### src/sv/vda_pkg.sv
package vda_pkg;

  // Accumulator and root widths
  localparam int ACC_W  = 48;
  localparam int ROOT_W = ACC_W / 2;

  // Distance modes
  localparam logic [1:0] MODE_L1   = 2'd0;
  localparam logic [1:0] MODE_L2SQ = 2'd1;
  localparam logic [1:0] MODE_L2   = 2'd2;
  localparam logic [1:0] MODE_DOT  = 2'd3;

  // Saturation limits
  localparam logic [ACC_W-1:0] ACC_MAX = {1'b0, {(ACC_W-1){1'b1}}};
  localparam logic [ACC_W-1:0] ACC_MIN = {1'b1, {(ACC_W-1){1'b0}}};

  // Term queue between front and back
  localparam int Q_DEPTH = 4;
  localparam int Q_PTR_W = $clog2(Q_DEPTH);

  // One classified item: clamped signed term plus control
  typedef struct packed {
    logic [ACC_W-1:0] term;
    logic             ovf;
    logic             last;
    logic [1:0]       mode;
  } term_t;

endpackage

### src/sv/vda_queue.sv
module vda_queue (
  input  logic           clk_i,
  input  logic           rst_ni,
  input  logic           push_i,
  input  vda_pkg::term_t wdata_i,
  output logic           full_o,
  input  logic           pop_i,
  output vda_pkg::term_t rdata_o,
  output logic           empty_o
);

  vda_pkg::term_t                 mem_q [vda_pkg::Q_DEPTH];
  logic [vda_pkg::Q_PTR_W-1:0]    wr_ptr_q, rd_ptr_q;
  logic [vda_pkg::Q_PTR_W:0]      cnt_q;
  logic                           do_push, do_pop;

  assign full_o  = (cnt_q == (vda_pkg::Q_PTR_W+1)'(vda_pkg::Q_DEPTH));
  assign empty_o = (cnt_q == '0);
  assign do_push = push_i && !full_o;
  assign do_pop  = pop_i && !empty_o;
  assign rdata_o = mem_q[rd_ptr_q];

  // pointers and fill count
  always_ff @(posedge clk_i or negedge rst_ni) begin
    if (!rst_ni) begin
      wr_ptr_q <= '0;
      rd_ptr_q <= '0;
      cnt_q    <= '0;
    end else begin
      if (do_push) wr_ptr_q <= wr_ptr_q + 1'b1;
      if (do_pop)  rd_ptr_q <= rd_ptr_q + 1'b1;
      if (do_push && !do_pop)      cnt_q <= cnt_q + 1'b1;
      else if (do_pop && !do_push) cnt_q <= cnt_q - 1'b1;
    end
  end

  // storage
  always_ff @(posedge clk_i) begin
    if (do_push) mem_q[wr_ptr_q] <= wdata_i;
  end

endmodule

### src/sv/vda_sqrt.sv
module vda_sqrt (
  input  logic                       clk_i,
  input  logic                       rst_ni,
  input  logic                       start_i,
  input  logic [vda_pkg::ACC_W-1:0]  value_i,
  output logic                       done_o,
  output logic [vda_pkg::ROOT_W-1:0] root_o
);

  localparam int W = vda_pkg::ACC_W;

  logic         busy_q, busy_d;
  logic         done_q, done_d;
  logic [W-1:0] v_q, v_d;
  logic [W-1:0] root_q, root_d;
  logic [W-1:0] bit_q, bit_d;
  logic [W-1:0] trial;

  assign trial  = root_q + bit_q;
  assign done_o = done_q;
  assign root_o = root_q[vda_pkg::ROOT_W-1:0];

  // restoring square root, each step takes two radicand bits into the remainder; start_i restarts it even while busy
  always_comb begin
    busy_d = busy_q;
    done_d = 1'b0;
    v_d    = v_q;
    root_d = root_q;
    bit_d  = bit_q;
    if (start_i) begin
      busy_d = 1'b1;
      v_d    = value_i;
      root_d = '0;
      bit_d  = {2'b01, {(W-2){1'b0}}};
    end else if (busy_q) begin
      if (v_q >= trial) begin
        v_d    = v_q - trial;
        root_d = (root_q >> 1) + bit_q;
      end else begin
        root_d = root_q >> 1;
      end
      bit_d = bit_q >> 2;
      if (bit_q[0]) begin
        busy_d = 1'b0;
        done_d = 1'b1;
      end
    end
  end

  always_ff @(posedge clk_i or negedge rst_ni) begin
    if (!rst_ni) begin
      busy_q <= 1'b0;
      done_q <= 1'b0;
    end else begin
      busy_q <= busy_d;
      done_q <= done_d;
    end
  end

  always_ff @(posedge clk_i) begin
    v_q    <= v_d;
    root_q <= root_d;
    bit_q  <= bit_d;
  end

endmodule

### src/sv/vda_front.sv
module vda_front #(
  parameter int ELEM_WIDTH = 16
) (
  input  logic                         clk_i,
  input  logic                         rst_ni,
  input  logic                         push_i,
  input  logic signed [ELEM_WIDTH-1:0] a_value_i,
  input  logic signed [ELEM_WIDTH-1:0] b_value_i,
  input  logic                         last_element_i,
  input  logic [1:0]                   mode_i,
  output logic                         full_o,
  input  logic                         q_full_i,
  output logic                         q_push_o,
  output vda_pkg::term_t               q_data_o
);

  localparam int EW = ELEM_WIDTH;
  localparam int PW = 2 * EW;
  localparam int XW = (PW > vda_pkg::ACC_W + 1) ? PW : vda_pkg::ACC_W + 1;
  localparam int AW = vda_pkg::ACC_W;

  // stage 1: operand magnitudes
  logic          s1_v_q;
  logic [EW-1:0] s1_mx_q, s1_my_q;
  logic          s1_neg_q, s1_last_q;
  logic [1:0]    s1_mode_q;
  // stage 2: product
  logic          s2_v_q;
  logic [PW-1:0] s2_prod_q;
  logic          s2_neg_q, s2_last_q;
  logic [1:0]    s2_mode_q;

  logic          s1_free, s2_free;
  logic [EW:0]   a_ext, b_ext, diff, diff_abs, a_abs, b_abs;
  logic [EW-1:0] mx_d, my_d;
  logic          neg_d;
  logic [XW-1:0] prod_ext;
  logic [AW-1:0] term;
  logic          term_ovf;

  // stall chain: a stage moves when the one after it has room
  assign s2_free  = !s2_v_q || !q_full_i;
  assign s1_free  = !s1_v_q || s2_free;
  assign full_o   = !s1_free;
  assign q_push_o = s2_v_q;

  // classify the pair into two multiplier operands
  always_comb begin
    a_ext    = {a_value_i[EW-1], a_value_i};
    b_ext    = {b_value_i[EW-1], b_value_i};
    diff     = a_ext - b_ext;
    diff_abs = diff[EW] ? (~diff + 1'b1) : diff;
    a_abs    = a_ext[EW] ? (~a_ext + 1'b1) : a_ext;
    b_abs    = b_ext[EW] ? (~b_ext + 1'b1) : b_ext;
    neg_d    = 1'b0;
    case (mode_i)
      vda_pkg::MODE_L1: begin
        mx_d = diff_abs[EW-1:0];
        my_d = EW'(1);
      end
      vda_pkg::MODE_DOT: begin
        mx_d  = a_abs[EW-1:0];
        my_d  = b_abs[EW-1:0];
        neg_d = a_value_i[EW-1] ^ b_value_i[EW-1];
      end
      default: begin
        mx_d = diff_abs[EW-1:0];
        my_d = diff_abs[EW-1:0];
      end
    endcase
  end

  // clamp the product into the accumulator range
  always_comb begin
    prod_ext = XW'(s2_prod_q);
    term_ovf = 1'b0;
    if (s2_neg_q) begin
      if (prod_ext > {{(XW-AW){1'b0}}, vda_pkg::ACC_MIN}) begin
        term     = vda_pkg::ACC_MIN;
        term_ovf = 1'b1;
      end else begin
        term = ~prod_ext[AW-1:0] + 1'b1;
      end
    end else begin
      if (prod_ext > {{(XW-AW){1'b0}}, vda_pkg::ACC_MAX}) begin
        term     = vda_pkg::ACC_MAX;
        term_ovf = 1'b1;
      end else begin
        term = prod_ext[AW-1:0];
      end
    end
  end

  assign q_data_o = '{term: term, ovf: term_ovf, last: s2_last_q, mode: s2_mode_q};

  // stage valids
  always_ff @(posedge clk_i or negedge rst_ni) begin
    if (!rst_ni) begin
      s1_v_q <= 1'b0;
      s2_v_q <= 1'b0;
    end else begin
      if (s1_free) s1_v_q <= push_i;
      if (s2_free) s2_v_q <= s1_v_q;
    end
  end

  // stage payloads
  always_ff @(posedge clk_i) begin
    if (s1_free && push_i) begin
      s1_mx_q   <= mx_d;
      s1_my_q   <= my_d;
      s1_neg_q  <= neg_d;
      s1_last_q <= last_element_i;
      s1_mode_q <= mode_i;
    end
    if (s2_free && s1_v_q) begin
      s2_prod_q <= s1_mx_q * s1_my_q;
      s2_neg_q  <= s1_neg_q;
      s2_last_q <= s1_last_q;
      s2_mode_q <= s1_mode_q;
    end
  end

endmodule

### src/sv/vda_back.sv
module vda_back (
  input  logic                      clk_i,
  input  logic                      rst_ni,
  input  logic                      q_empty_i,
  input  vda_pkg::term_t            q_data_i,
  output logic                      q_pop_o,
  input  logic                      pop_i,
  output logic                      empty_o,
  output logic [vda_pkg::ACC_W-1:0] distance_o,
  output logic                      saturated_o
);

  localparam int AW = vda_pkg::ACC_W;

  localparam logic [1:0] ST_ACC  = 2'd0;
  localparam logic [1:0] ST_ROOT = 2'd1;
  localparam logic [1:0] ST_SEND = 2'd2;

  logic [1:0]    state_q, state_d;
  logic [AW-1:0] acc_q, acc_d;
  logic          ovf_q, ovf_d;
  logic          pend_sat_q, pend_sat_d;
  logic          res_v_q, res_v_d;
  logic [AW-1:0] res_dist_q, res_dist_d;
  logic          res_sat_q, res_sat_d;

  logic [AW:0]   raw;
  logic [AW-1:0] sum;
  logic          sum_sat;
  logic          out_free;
  logic          take;
  logic          root_start;
  logic [AW-1:0] root_in;
  logic          root_done;
  logic [vda_pkg::ROOT_W-1:0] root;

  vda_sqrt u_sqrt (
    .clk_i   (clk_i),
    .rst_ni  (rst_ni),
    .start_i (root_start),
    .value_i (root_in),
    .done_o  (root_done),
    .root_o  (root)
  );

  // saturating accumulate of the queue head
  always_comb begin
    raw     = {acc_q[AW-1], acc_q} + {q_data_i.term[AW-1], q_data_i.term};
    sum_sat = raw[AW] != raw[AW-1];
    if (sum_sat) sum = raw[AW] ? vda_pkg::ACC_MIN : vda_pkg::ACC_MAX;
    else         sum = raw[AW-1:0];
  end

  assign out_free = !res_v_q || pop_i;
  assign root_in  = sum[AW-1] ? '0 : sum;

  // a last item waits for the result slot unless it heads for the root unit
  assign take = (state_q == ST_ACC) && !q_empty_i &&
                (!q_data_i.last || (q_data_i.mode == vda_pkg::MODE_L2) || out_free);
  assign q_pop_o    = take;
  assign root_start = take && q_data_i.last && (q_data_i.mode == vda_pkg::MODE_L2);

  // sequencer
  always_comb begin
    state_d    = state_q;
    acc_d      = acc_q;
    ovf_d      = ovf_q;
    pend_sat_d = pend_sat_q;
    res_v_d    = res_v_q && !pop_i;
    res_dist_d = res_dist_q;
    res_sat_d  = res_sat_q;
    unique case (state_q)
      ST_ACC: begin
        if (take) begin
          if (q_data_i.last) begin
            acc_d = '0;
            ovf_d = 1'b0;
            if (q_data_i.mode == vda_pkg::MODE_L2) begin
              pend_sat_d = ovf_q | q_data_i.ovf | sum_sat;
              state_d    = ST_ROOT;
            end else begin
              res_v_d    = 1'b1;
              res_dist_d = sum;
              res_sat_d  = ovf_q | q_data_i.ovf | sum_sat;
            end
          end else begin
            acc_d = sum;
            ovf_d = ovf_q | q_data_i.ovf | sum_sat;
          end
        end
      end
      ST_ROOT: begin
        if (root_done) state_d = ST_SEND;
      end
      ST_SEND: begin
        if (out_free) begin
          res_v_d    = 1'b1;
          res_dist_d = AW'(root);
          res_sat_d  = pend_sat_q;
          state_d    = ST_ACC;
        end
      end
      default: state_d = ST_ACC;
    endcase
  end

  always_ff @(posedge clk_i or negedge rst_ni) begin
    if (!rst_ni) begin
      state_q <= ST_ACC;
      acc_q   <= '0;
      ovf_q   <= 1'b0;
      res_v_q <= 1'b0;
    end else begin
      state_q <= state_d;
      acc_q   <= acc_d;
      ovf_q   <= ovf_d;
      res_v_q <= res_v_d;
    end
  end

  always_ff @(posedge clk_i) begin
    pend_sat_q <= pend_sat_d;
    res_dist_q <= res_dist_d;
    res_sat_q  <= res_sat_d;
  end

  assign empty_o     = !res_v_q;
  assign distance_o  = res_dist_q;
  assign saturated_o = res_sat_q;

endmodule

### src/sv/vector_distance_accumulator.sv
// Streams one pair of vector elements per item and accumulates the L1 distance, squared L2,
// L2 or inner product chosen by distance_mode; the item with last_element set closes the
// vector and yields one result, other items yield none. Items are taken one per cycle while
// full is low: a two-stage front (operand magnitudes, then one ELEM_WIDTH x ELEM_WIDTH
// multiply and clamp) feeds a four-entry term queue, and the back adds one term per cycle,
// unless it is waiting on the root unit or the result slot, into a saturating 48-bit
// accumulator. In L2 mode the square root of the sum is found one result bit per cycle,
// so closing a vector holds the back until the root is done; the queue absorbs the first
// items of the next vector, after which full rises until the root is delivered. The result
// slot holds one finished result; a closing item waits while it stays unpopped.
module vector_distance_accumulator #(
  parameter int ELEM_WIDTH = 16
) (
  input  logic                             clk_i,
  input  logic                             rst_ni,
  input  logic                             distance_mode_we_i,
  input  logic [1:0]                       distance_mode_i,
  input  logic                             push,
  output logic                             full,
  input  logic signed [ELEM_WIDTH-1:0]     a_value_i,
  input  logic signed [ELEM_WIDTH-1:0]     b_value_i,
  input  logic                             last_element_i,
  output logic                             empty,
  input  logic                             pop,
  output logic signed [vda_pkg::ACC_W-1:0] distance_o,
  output logic                             saturated_o
);

  logic [1:0]     mode_q;
  logic           q_full, q_empty, q_push, q_pop;
  vda_pkg::term_t q_wdata, q_rdata;
  logic [vda_pkg::ACC_W-1:0] back_distance;

  // mode register
  always_ff @(posedge clk_i or negedge rst_ni) begin
    if (!rst_ni) begin
      mode_q <= vda_pkg::MODE_L1;
    end else if (distance_mode_we_i) begin
      mode_q <= distance_mode_i;
    end
  end

  vda_front #(.ELEM_WIDTH(ELEM_WIDTH)) u_front (
    .clk_i          (clk_i),
    .rst_ni         (rst_ni),
    .push_i         (push),
    .a_value_i      (a_value_i),
    .b_value_i      (b_value_i),
    .last_element_i (last_element_i),
    .mode_i         (mode_q),
    .full_o         (full),
    .q_full_i       (q_full),
    .q_push_o       (q_push),
    .q_data_o       (q_wdata)
  );

  vda_queue u_queue (
    .clk_i   (clk_i),
    .rst_ni  (rst_ni),
    .push_i  (q_push),
    .wdata_i (q_wdata),
    .full_o  (q_full),
    .pop_i   (q_pop),
    .rdata_o (q_rdata),
    .empty_o (q_empty)
  );

  vda_back u_back (
    .clk_i       (clk_i),
    .rst_ni      (rst_ni),
    .q_empty_i   (q_empty),
    .q_data_i    (q_rdata),
    .q_pop_o     (q_pop),
    .pop_i       (pop),
    .empty_o     (empty),
    .distance_o  (back_distance),
    .saturated_o (saturated_o)
  );

  assign distance_o = back_distance;

endmodule

### config.mk
export PLATFORM = sky130hd
export DESIGN_NAME = vector_distance_accumulator
export DESIGN_NICKNAME = d
export VERILOG_FILES = /design/src/sv/vda_pkg.sv /design/src/sv/vda_queue.sv /design/src/sv/vda_sqrt.sv /design/src/sv/vda_front.sv /design/src/sv/vda_back.sv /design/src/sv/vector_distance_accumulator.sv
export SDC_FILE = /design/constraint.sdc
export NUM_CORES = 2
export LEC_CHECK = 0
export ABC_CLOCK_PERIOD_IN_PS = 10600
export BUFFER_PORTS_ARGS = -buffer_cell sky130_fd_sc_hd__buf_4
export CAP_MARGIN = 20
export CORE_UTILIZATION = 45
export CTS_CLUSTER_SIZE = 25
export DETAILED_ROUTE_END_ITERATION = 8
export PLACE_DENSITY = 0.66
export SLEW_MARGIN = 20
export SYNTH_ARGS = -nofsm -noshare
export SYNTH_HDL_FRONTEND = slang
export SYNTH_SLANG_ARGS = --single-unit
### constraint.sdc
create_clock -name clk_i -period 10.6 [get_ports clk_i]
set_input_delay 3.18 -clock clk_i [delete_from_list [all_inputs] [get_ports clk_i]]
set_output_delay 3.18 -clock clk_i [all_outputs]
set_load 0.01 [all_outputs]
Yosys cells after proc, flatten, opt, wreduce, memory -nomap -nowiden
Memories as Yosys holds them, arrays and structs flattened. Index checks and enable logic that the tools add are counted.

Register bits: 307. Word-level logic and storage cells: 146. Memories: 1. Bits in writable memories: 204.

Memory list: u_queue.mem_q (words 4, bits a word 51, read ports 1, clocked after Yosys merged registers in 0, write ports 1, line vda_queue.sv:12) `vda_pkg::term_t mem_q [vda_pkg::Q_DEPTH];`.

Equality and inequality tests: 12. Add/subtract/negate cells: 13. Reduce and logical (&&, ||, !) cells: 38. $mul: 1. Order comparisons: 1. Bitwise logic cells: 7. Muxes and demuxes: 46.

Operator list (number): 2-to-1 mux 48 bit (12); case mux 48 bit (2 select lines) (1); 2-to-1 mux 16 bit (4); adder 48 x 48 -> 49 bit (1); adder 16 x 1 -> 16 bit (second input constant) (3); adder 47 x 47 -> 48 bit (1); adder 48 x 1 -> 48 bit (second input constant) (1); adder 48 x 47 -> 48 bit (1); greater-or-equal comparator 48 bit (1); NOT 16 bit (3); NOT 32 -> 48 bit (1); subtractor 48 bit (1); 2-to-1 mux 47 bit (1); multiplier 16 x 16 -> 32 bit (1); case mux 16 bit (2 select lines) (1); 2-to-1 mux 1 bit (17); subtractor 16 x 16 -> 17 bit (1); logical AND 1 bit (11); logical NOT 1 bit (10); 2-to-1 mux 2 bit (5); AND reduction 5 bit (2); nonzero test 2 bit (4); == test 2 bit (second input constant) (3); 2-to-1 mux 3 bit (2); other kinds (18) (30).

Longest topological paths before layout
An unclocked memory read counts as a cell.

Depth after elaboration: 9. Gate-level depth with buffers: 25. Gate-level depth less buffers: 23.

Cells and area by module
A second synthesis with hierarchy kept.

Cells, all modules: 4048. Area, all modules: 40343.7 um2.

By module, submodules not included: vda_front (sequential area each 2212.1 um2, times used 1, area each 13703.1 um2, cells each 1499); vda_sqrt (sequential area each 2932.8 um2, times used 1, area each 11089.4 um2, cells each 1375); vda_queue (sequential area each 6421.2 um2, times used 1, area each 7992.7 um2, cells each 308); vda_back (sequential area each 2802.7 um2, times used 1, area each 7485.9 um2, cells each 862); vector_distance_accumulator (sequential area each 50.0 um2, times used 1, area each 72.6 um2, cells each 4).

Least setup slack after synthesis
No wires, ideal clock.

Path kind: register to register. From: register u_back.u_sqrt.root_q[4]. To: register u_back.u_sqrt.v_q[0], enable pin. Cell stages (with the launch flop): 21. Setup time: 0.520 ns. Data required time: 10.080 ns. Buffers on the path: 2. Path slack: 2.610 ns. Arrival: 7.470 ns. Period minus slack after synthesis: 7.990 ns. Cell sequence: dfxtp_1 -> ha_1 -> a211oi_1 -> a211oi_1 -> nand4_1 -> nand3_1 -> a21boi_1 -> o31ai_1 -> a211oi_1 -> o21ai_0 -> a31oi_1 -> xor2_1 -> ha_1 -> nand4_1 -> nor2_1 -> nand2_1 -> a21oi_1 -> nor2_1 -> clkbuf_1 -> buf_1 -> o21ai_0.

Longest elaborated chain between the ends: 4.

RTL lines: start: declaration (line vda_sqrt.sv:15) `logic [W-1:0] root_q, root_d;`; start signal: assignment (line vda_sqrt.sv:62) `root_q <= root_d;`; adder 48 x 47 -> 48 bit (line vda_sqrt.sv:19) `assign trial = root_q + bit_q;`; greater-or-equal comparator 48 bit (line vda_sqrt.sv:36) `if (v_q >= trial) begin`; nonzero test 2 bit (no line); AND reduction 2 bit (no line); end signal: assignment (line vda_sqrt.sv:61) `v_q <= v_d;`; end: declaration (line vda_sqrt.sv:14) `logic [W-1:0] v_q, v_d;`.

No other way between the ends. A chain may end at the register's enable or synchronous reset.

Final worst setup path
From: register u_queue.rd_ptr_q[0] (netlist name). To: register u_back.res_dist_q[3], in the netlist u_back.distance_o[3], data pin.

Longest elaborated chain between the ends: 8. Elaborated cells between the ends (all ways): 9. Those cells by class: 1 x add/sub; 1 x eq/ne; 6 x mux; 1 x memory.

RTL lines: start: declaration (line vda_queue.sv:13) `logic [vda_pkg::Q_PTR_W-1:0] wr_ptr_q, rd_ptr_q;`; start signal: assignment (line vda_queue.sv:31) `if (do_pop) rd_ptr_q <= rd_ptr_q + 1'b1;`; memory read (4 x 51 bit) *; adder 48 x 48 -> 49 bit * (line vda_back.sv:48) `raw = {acc_q[AW-1], acc_q} + {q_data_i.term[AW-1], q_data_i.term};`; 2-to-1 mux 48 bit / != test 1 bit (equally long branches) (line vda_back.sv:50, vda_back.sv:49); 2-to-1 mux 48 bit * (line vda_back.sv:50) `if (sum_sat) sum = raw[AW] ? vda_pkg::ACC_MIN : vda_pkg::ACC_MAX;`; 2-to-1 mux 48 bit * (line vda_back.sv:78) `if (q_data_i.mode == vda_pkg::MODE_L2) begin`; 2-to-1 mux 48 bit * (line vda_back.sv:75) `if (q_data_i.last) begin`; 2-to-1 mux 48 bit * (line vda_back.sv:74) `if (take) begin`; case mux 48 bit (2 select lines) * (line vda_back.sv:72) `unique case (state_q)`; via u_back.res_dist_d[3] (line vda_back.sv:24) `logic [AW-1:0] res_dist_q, res_dist_d;`; end signal: assignment (line vda_back.sv:123) `res_dist_q <= res_dist_d;`; end: declaration (line vda_back.sv:24).

Mark *: on every way through the listed nets, which the timed path passes. The rest lies on a longest branch. The select of a mux whose other input is x is not followed.

==> metrics <==
final cycle utilization of the critical path=67.2%; vias per cell=5.60; share of cells above drive strength 1=8.34%; post-CTS setup buffers=0; DRC=0; final net count=4,322; Setup CP Type=flip-flop to flip-flop; async set-reset flop share out of synthesis=12.7%; Register Area=0.0143 mm^2; full die area=0.0866 mm^2; Setup-failing EPs final=0; post-synth top area cell=edfxtp_1; Core Box Area=0.0841 mm^2; max cap viols=0; number of global-route vias before repair=27,800; sequential area share after synthesis=37.2%; unrepaired setup endpoints after global routing=no; Worst EP required=10.96 ns; flops & latches, synth=511; Initial DRT Pass Iterations=5; clock slew at reported path FFs=0.06 ns; ys flop type=edfxtp_1; GR met1 Demand/Resource=29.1%; Area contributors post-synth=edfxtp_1, fa_1, ha_1; crit start category=flip-flop; CTS Hold Bufs=0; post-detail-place hpwl=69,000 um; Final Hold Fails=0; Post-Synth XOR/XNOR Area=6.24%; clock net sink count=511; Multi-input gate area=0.0223 mm^2; setup TNS=0 ns; Most Crowded Layer GR=met2; EDFF count, synth=374; Setup crit end kind=flip-flop; grt total ovfl=0; WL/cell=18.4 um; I/O Buffers=90; Fillers=7,726; adder-cell area share of the yosys netlist=19.4%; GRT met3 Usage=2.33%; compound-gate portion of the synthesized area=15.5%; post-synthesis simple-gate area fraction=12.4%; Max FO, Critical Path=45; diodes inserted=0; R2R Path Start=u_queue.rd_ptr_q[0]$_DFFE_PN0P_; Setup Skew=0.0388 ns; PostCTS Resize Cnt=0; routed via count=27,900; first-pass GRT wire length=149,000 um; GR Util met2=35.7%; main combinational cell family by area after synthesis=adder cells; initial antenna violation count=0; mux cell area share after synthesis=4.39%; Rel. slew slack=29.8%; post-synth top area share=29.2%; 1st-iter DRT viols=1,790; placed cells=4,882; routability cong.=0.963; Total GRT Usage=21.5%; status=completed; Fmax=140 MHz; Mapped Cells=3,813; Die W=294 um; synth warn=0; synthesized area per cell=10.1 um^2; Root Driver=clkbuf_16; Slew @ Worst Pin=1.05 ns; Worst Setup SP=u_queue.rd_ptr_q[0]$_DFFE_PN0P_; Clock Tree Buf Depth=3; crit-path cells=buf_4, mux4_2, ha_1, nand4_1, nor3_1, a21oi_1, a211o_1, a211oi_1, o31ai_1, o21ai_0, a21o_1, a21o_1, xnor2_1, ha_1, inv_1, buf_4, or2_1, o21ai_0, mux2_2; Ports=91; syn_nets=4,330; worst skew pair latency=0.62 ns; crit path DAT=7.48 ns; CTS H-tree depth=2; Hold/Removal Path Class=flip-flop to flip-flop; Syn-to-layout area delta=8.98%; slowest CP cell=or2_1; Final Slew Violations=0; DIE HEIGHT=294 um; HP Start=u_front.s1_last_q$_DFFE_PP_; Post-Syn Area=0.0385 mm^2; largest net degree at the start of global routing=74; Yosys cell types=84; Max stage delay on crit path=0.83 ns; Starting Density=45.7%; final WL=91,900 um; Routed Antenna Nets=0; CTS Buf Count=55; Final min period=7.12 ns; Non-Filler Instances=4,985; Rows=106; CTS tree=built
registers in the layout, indices dropped and copies added (netlist names), 2 cells and up:
| signal | flops |
|---|---|
| mode_q | 2 |
| u_back.acc_q | 48 |
| u_back.distance_o | 48 |
| u_back.state_q | 2 |
| u_back.u_sqrt.bit_q | 24 |
| u_back.u_sqrt.root_q | 48 |
| u_back.u_sqrt.v_q | 48 |
| u_front.s1_mode_q | 2 |
| u_front.s1_mx_q | 16 |
| u_front.s1_my_q | 16 |
| u_front.s2_mode_q | 2 |
| u_front.s2_prod_q | 32 |
| u_queue.cnt_q | 3 |
| u_queue.mem_q | 204 |
| u_queue.rd_ptr_q | 2 |
| u_queue.wr_ptr_q | 2 |
worst paths after layout:
path | endpoint | slack [ns] | cells past startpoint
setup / recovery | u_back.distance_o[3]$_DFFE_PP_ | 3.48 | 19
hold reg to reg | u_front.s2_last_q$_DFFE_PP_ | 0.41 | 0
max in group asynchronous | u_back.u_sqrt.busy_q$_DFF_PN0_ | 7.04 | 2
min in group asynchronous | u_back.acc_q[45]$_DFFE_PN0P_ | 2.40 | 1
setup reg to reg | u_back.distance_o[3]$_DFFE_PP_ | 3.48 | 19
hold / removal | u_front.s2_last_q$_DFFE_PP_ | 0.41 | 0
through the flow:
stage	worst slack [ns]	instance area (um^2)	hold slack, ns	util, %
after floorplan	2.61	38500	0.400	-
after global placement	3.57	40100	0.403	47.7
after detailed placement	3.48	40100	0.405	47.7
after CTS	3.46	41900	0.417	49.8
after global routing	2.89	41900	0.441	49.8
final	3.48	41900	0.412	49.8
cell type report:
class	instances	share of cell area, %
Multi-Input combinational cell	2803	53.3
Sequential cell	511	34.1
Tap cell	1134	3.39
Clock buffer	65	3.37
Inverter	316	2.83
Timing Repair Buffer	118	2.11
Clock inverter	38	0.881
cell usage in the layout, fill, tap and decap left out, types with 10 or more instances in the layout:
cell | netlist | routed
and2_1 | 136 | 132
mux2_2 | 19 | 19
a22o_1 | 39 | 39
a21o_1 | 76 | 76
nand2_1 | 384 | 384
a221oi_1 | 10 | 10
edfxtp_1 | 374 | 374
nand2b_1 | 15 | 14
nor3_1 | 36 | 35
dfxtp_1 | 72 | 72
clkbuf_1 | 171 | 10
o21ai_0 | 222 | 221
a21boi_0 | 21 | 21
inv_1 | 315 | 314
nor2b_1 | 28 | 26
nand3_1 | 46 | 46
nor2_1 | 244 | 242
a21oi_1 | 220 | 220
xor2_1 | 107 | 107
a31o_2 | 13 | 13
clkinv_1 | 1 | 11
a211oi_1 | 22 | 22
clkbuf_16 | 0 | 55
dfrtp_1 | 65 | 62
o21bai_1 | 29 | 29
mux4_2 | 49 | 49
and3_1 | 19 | 19
ha_1 | 279 | 279
a31oi_1 | 63 | 63
xnor2_1 | 167 | 167
o21a_1 | 49 | 49
fa_1 | 198 | 198
o22ai_1 | 33 | 33
buf_4 | 0 | 118
mux2i_1 | 37 | 37
clkinv_2 | 0 | 10
or3_1 | 28 | 28
nand4_1 | 40 | 40
or4_1 | 12 | 12
o31ai_1 | 25 | 25
critical path, delay by kind of cell, from the launching register on:
kind	cells	cell delay, ns
AO/OA/AOI/OAI	8	1.90
AND/OR/NAND/NOR	3	1.39
buffers and inverters	3	1.13
multiplexers	2	0.98
adder cells (fa/ha/maj)	2	0.73
flip-flops	1	0.52
XOR/XNOR	1	0.12
cells in the mapped netlist (39+ instances only):
cell	count
mux4_2	49
clkbuf_1	171
dfxtp_1	72
nand4_1	40
a21o_1	76
dfrtp_1	65
edfxtp_1	374
nand3_1	46
a31oi_1	63
inv_1	315
a22o_1	39
nand2_1	384
xnor2_1	167
o21ai_0	222
a21oi_1	220
ha_1	279
xor2_1	107
and2_1	136
nor2_1	244
o21a_1	49
fa_1	198
routing by layer:
metal  vias to the layer above  share of wire, %
met4                         0               3.2
met1                     13500                45
li1                      13500                 -
met2                       704                47
met5                         -                 0
met3                       146               4.8
kinds of logic after synthesis:
logic type | count (synthesis)
and+or+nand+nor | 1023
AOI/OAI and AO/OA | 924
DFF | 511
buffers and inverters | 499
adders and majority gates | 477
xor gates and xnor gates | 274
muxes | 105
Power is left out: the tool's default activity adds up to more than one toggle a clock period on the data nets, which glitch-free logic cannot reach.
